## src/hdl/led_brightness_animation_controller_macros.svh

```systemverilog
// assertion macros for the led animation controller
`ifndef LED_BRIGHTNESS_ANIMATION_CONTROLLER_MACROS_SVH
`define LED_BRIGHTNESS_ANIMATION_CONTROLLER_MACROS_SVH
`ifndef NO_ASSERTIONS
`define LBA_ASSERT_IMP(label, clk, rst_n, ante, cons) \
  label: assert property (@(posedge clk) disable iff (!rst_n) (ante) |-> (cons)) \
    else $error("assertion failed");
`define LBA_ASSERT_NXT(label, clk, rst_n, ante, cons) \
  label: assert property (@(posedge clk) disable iff (!rst_n) (ante) |=> (cons)) \
    else $error("assertion failed");
`else
`define LBA_ASSERT_IMP(label, clk, rst_n, ante, cons)
`define LBA_ASSERT_NXT(label, clk, rst_n, ante, cons)
`endif
`endif

```

## src/hdl/lba_pkg.sv

```systemverilog
// shared types and constants of the led animation controller
package lba_pkg;
  localparam int LedCountDef = 16;
  localparam int FrameMsDef = 10;

  localparam logic [2:0] OP_TICK = 3'd0;
  localparam logic [2:0] OP_LOAD = 3'd1;
  localparam logic [2:0] OP_FLASH = 3'd2;
  localparam logic [2:0] OP_ACT = 3'd3;
  localparam logic [2:0] OP_COLOR = 3'd4;

  localparam logic [1:0] PIX_DARK = 2'd0;
  localparam logic [1:0] PIX_CURSOR = 2'd1;
  localparam logic [1:0] PIX_ALL = 2'd2;

  localparam logic [1:0] REG_IDLE = 2'd0;
  localparam logic [1:0] REG_STEP = 2'd1;
  localparam logic [1:0] REG_INIT = 2'd2;

  typedef enum logic [2:0] {
    ST_IDLE, ST_EXEC, ST_DIV, ST_FIN, ST_OUT
  } lba_state_t;

  typedef struct packed {
    logic exec;
    logic div_start;
    logic div_step;
    logic fin;
  } lba_cmd_t;

  typedef struct packed {
    logic need_div;
    logic div_done;
  } lba_sts_t;
endpackage

```

## src/hdl/lba_ctrl.sv

```systemverilog
// controller state machine: sequences one item through the datapath
module lba_ctrl import lba_pkg::*; (
  input  logic     clk,
  input  logic     rst_n,
  input  logic     in_fire,
  input  logic     out_fire,
  input  lba_sts_t sts,
  output lba_cmd_t cmd,
  output logic     busy,
  output logic     out_valid
);
`include "led_brightness_animation_controller_macros.svh"
  lba_state_t state_r, state_nxt;

  always_ff @(posedge clk) begin
    if (!rst_n) begin
      state_r <= ST_IDLE;
    end else begin
      state_r <= state_nxt;
    end
  end

  always_comb begin
    state_nxt = state_r;
    cmd = '0;
    busy = 1'b1;
    out_valid = 1'b0;
    case (state_r)
      ST_IDLE: begin
        busy = 1'b0;
        if (in_fire) state_nxt = ST_EXEC;
      end
      ST_EXEC: begin
        cmd.exec = 1'b1;
        state_nxt = ST_DIV;
        cmd.div_start = 1'b1;
      end
      ST_DIV: begin
        if (!sts.need_div) begin
          state_nxt = ST_OUT;
        end else if (sts.div_done) begin
          state_nxt = ST_FIN;
        end else begin
          cmd.div_step = 1'b1;
        end
      end
      ST_FIN: begin
        cmd.fin = 1'b1;
        state_nxt = ST_OUT;
      end
      ST_OUT: begin
        out_valid = 1'b1;
        if (out_fire) state_nxt = ST_IDLE;
      end
      default: state_nxt = ST_IDLE;
    endcase
  end

  `LBA_ASSERT_NXT(a_accept_exec, clk, rst_n, in_fire, state_r == ST_EXEC)
  `LBA_ASSERT_IMP(a_no_accept_busy, clk, rst_n, busy, !in_fire)
  `LBA_ASSERT_NXT(a_out_hold, clk, rst_n, out_valid && !out_fire, out_valid)
endmodule

```

## config.mk

```make
export PLATFORM = sky130hd
export DESIGN_NAME = lba_ctrl
export DESIGN_NICKNAME = d
export VERILOG_FILES = /design/src/hdl/lba_pkg.sv /design/src/hdl/lba_ctrl.sv
export VERILOG_INCLUDE_DIRS = /design/src /design/src/hdl
export SDC_FILE = /design/constraint.sdc
export NUM_CORES = 1
export LEC_CHECK = 0
export BUFFER_PORTS_ARGS = -buffer_cell sky130_fd_sc_hd__buf_2
export CAP_MARGIN = 0
export CORE_AREA = 2 2 39 41
export CTS_BUF_LIST = sky130_fd_sc_hd__clkbuf_4 sky130_fd_sc_hd__clkbuf_8
export CTS_CLUSTER_SIZE = 20
export DETAILED_ROUTE_END_ITERATION = 6
export DIE_AREA = 0 0 41 43
export MAX_ROUTING_LAYER = met4
export PLACE_DENSITY = 0.44
export SLEW_MARGIN = 40
export SYNTH_ARGS = -nofsm -noshare
export SYNTH_HDL_FRONTEND = slang
export SYNTH_SLANG_ARGS = --single-unit
```

## constraint.sdc

```tcl
create_clock -name clk -period 1.1 [get_ports clk]
set_input_delay 0.055 -clock clk [delete_from_list [all_inputs] [get_ports clk]]
set_output_delay 0.055 -clock clk [all_outputs]
set_load 0.02 [all_outputs]
```

==> results.sh <==
export IMPL_status="finished, violations left"
export IMPL_violations="negative setup slack"
export IMPL_fin_crit_ps=1130
export IMPL_rows=14
export IMPL_setup_viol=3
export IMPL_coreArea_sq_um=1380
export IMPL_hpwl_microns=362
export IMPL_maxCapViolCount=0
export IMPL_clk_latency_ps=230
export IMPL_gp_congestion=0.584
export IMPL_tritoncts="built"
export IMPL_cp_slowest_cell="dfxtp_2"
export IMPL_io_pins=12
export IMPL_final_cell_mix="7 x buf_2, 5 x buf_4, 4 x clkbuf_4"
export IMPL_top_regs="state_r: 3 flops"
export IMPL_rsz0062_at_grt="true"
export IMPL_endpoint_kind="output pin"
export IMPL_slew_viol_final=0
export IMPL_start_util=0.141
export IMPL_synth_nets=28
export IMPL_arrival_ps=1070
export IMPL_stdcell_area_sq_um=340
export IMPL_place_ws_ps=122
export IMPL_crit_fanout=4
export IMPL_area_growth_pct=74.4
export IMPL_cp_required_ps=1040
export IMPL_drc=0
export IMPL_finalWirelength_microns=464
export IMPL_clockBufferDepth=2
export IMPL_final_util=0.246
export IMPL_grt_remaining_overflow=0
export IMPL_avgSynthCellArea_sq_um=8.87
export IMPL_crit_path_max_incr_delay_ps=320
export IMPL_synth_top_area_share=0.308
export IMPL_fp_dieArea_sq_um=1760
export IMPL_tightestPinTransition_ps=190
export IMPL_first_pass_iters=2
export IMPL_post_dp_cell_area_sq_um=264
export IMPL_mappedNetlistArea_sq_um=195
export IMPL_drive_gt1_frac=0.658
export IMPL_diodes=0
export IMPL_ant_nets=0
export IMPL_grt_total_usage=0.0689
export IMPL_vias_per_cell=4.00
export IMPL_cts_root_buf="clkbuf_4"
export IMPL_peakVddDrop_mv=0.420
export IMPL_wl_per_cell_microns=8.59
export IMPL_whs_ps=66.0
export IMPL_max_slew_margin=0.873
export IMPL_clock_sinks=3
export IMPL_grt_pass1_vias=197
export IMPL_skew_ps=0.837
export IMPL_synth_seq_area_share=0.308
export IMPL_powerDensity_nw_per_um2=1300
export IMPL_ff2ff_path_depth=4
export IMPL_drtIter0Drc=3
export IMPL_setup_worst_path_class="register to output pin"
export IMPL_cts_max_level=1
export IMPL_antenna_found_initial=0
export IMPL_ys_types=17
export IMPL_synthCells=22
export IMPL_synth_seq_cells=3
export IMPL_period_share=1.03
export IMPL_port_buffers=11
export IMPL_clk_pin_slew_worst_paths_ps=40
export IMPL_holdPathStages=2
export IMPL_hold_violations=0
export IMPL_fp_dieH_microns=43
export IMPL_grt_pass1_wl_microns=738
export IMPL_grt_max_degree=10
export IMPL_die_w_microns=41
export IMPL_nets=45
export IMPL_mostFrequentLayoutCell="buf_2"
export IMPL_largest_register="state_r"
export IMPL_fmax_mhz=886
export IMPL_hp_class="input port to register"
export IMPL_setup_ws_ps=-28.6
export IMPL_crit_chain="nand2b_4 -> nor4b_2 -> buf_4"
export IMPL_yosysTopAreaCell="dfxtp_1"
export IMPL_start_kind="register"
export IMPL_synth_area_leaders="dfxtp_1 31%, nor4b_2 7.7%, nand2b_1 6.4%, nor2b_1 6.4%, nor3b_2 6.4%"
export IMPL_largest_reg_flops=3
export IMPL_cts_buffers=3
export IMPL_vias=216
export IMPL_ys_warn_count=0
export IMPL_p_leak_uw=0.000164
==> worst max-delay path: cells and delay by family (launching register included) <==
| family | cells | cell delay (ps) |
|---|---|---|
| DFF | 1 | 320 |
| and+or+nand+nor | 2 | 340 |
| buffers and inverters | 1 | 180 |
==> path summary, 6_finish.rpt <==
check | start | endpoint | slack (ps)
max | state_r[0] | cmd[1] | -30
min | rst_n | state_r[2] | 70
max reg2reg | state_r[0] | state_r[2] | 150
min reg2reg | state_r[1] | state_r[1] | 540
==> kinds of logic after synthesis <==
group,Yosys count,share of synthesized area
flops,3,0.308
compound gates,3,0.103
buf+inv,4,0.135
simple gates,12,0.455
==> synth_stat cells <==
master    number
nand2b_1       2
a32oi_1        1
nor3b_1        1
a21oi_1        1
nor3b_2        1
nor3_1         1
buf_4          1
nor4b_2        1
nand3b_1       1
nor2b_1        2
buf_6          1
and3_1         1
or3_1          1
dfxtp_1        3
a31oi_1        1
inv_1          2
nand2_1        1
==> area by class of cell <==
class | count | area (sq um)
clock buffers | 4 | 30.0
fillers | 166 | 1040
inverters | 2 | 7.51
multi-input cells | 15 | 121
flip-flops and latches | 3 | 66.3
well taps | 16 | 20.0
repair buffers | 14 | 95.1
==> metal layers <==
metal,vias to the layer above,GRT usage,routed length (microns)
met5,-,-,0
met4,0,0.0600,0
met3,0,0.0471,40
met2,9,0.0938,235
met1,98,0.0611,188
li1,109,-,-
==> repair_timing <==
action,4_1_cts,5_1_grt
hold buffers,0,0
setup buffers,2,0
resized for setup,8,3
pin swaps,1,0
endpoints found under the setup margin,6,4
==> per-stage QoR <==
step,std cells,total power (uW),TNS [ps]
6_report,54,442,-62.5
5_1_grt,54,475,-208
4_1_cts,54,455,-120
3_5_place_dp,48,207,0
3_3_place_gp,48,207,0
2_1_floorplan,22,184,0
==> power by group <==
group          total, uW  leakage (uW)  switching, uW  internal [uW]
clock                216     0.0000184           55.8            160
sequential           126     0.0000261           9.89            116
combinational       99.3      0.000119           45.8           53.6
total                442      0.000164            112            330
Power figures use the tool's default switching activity.
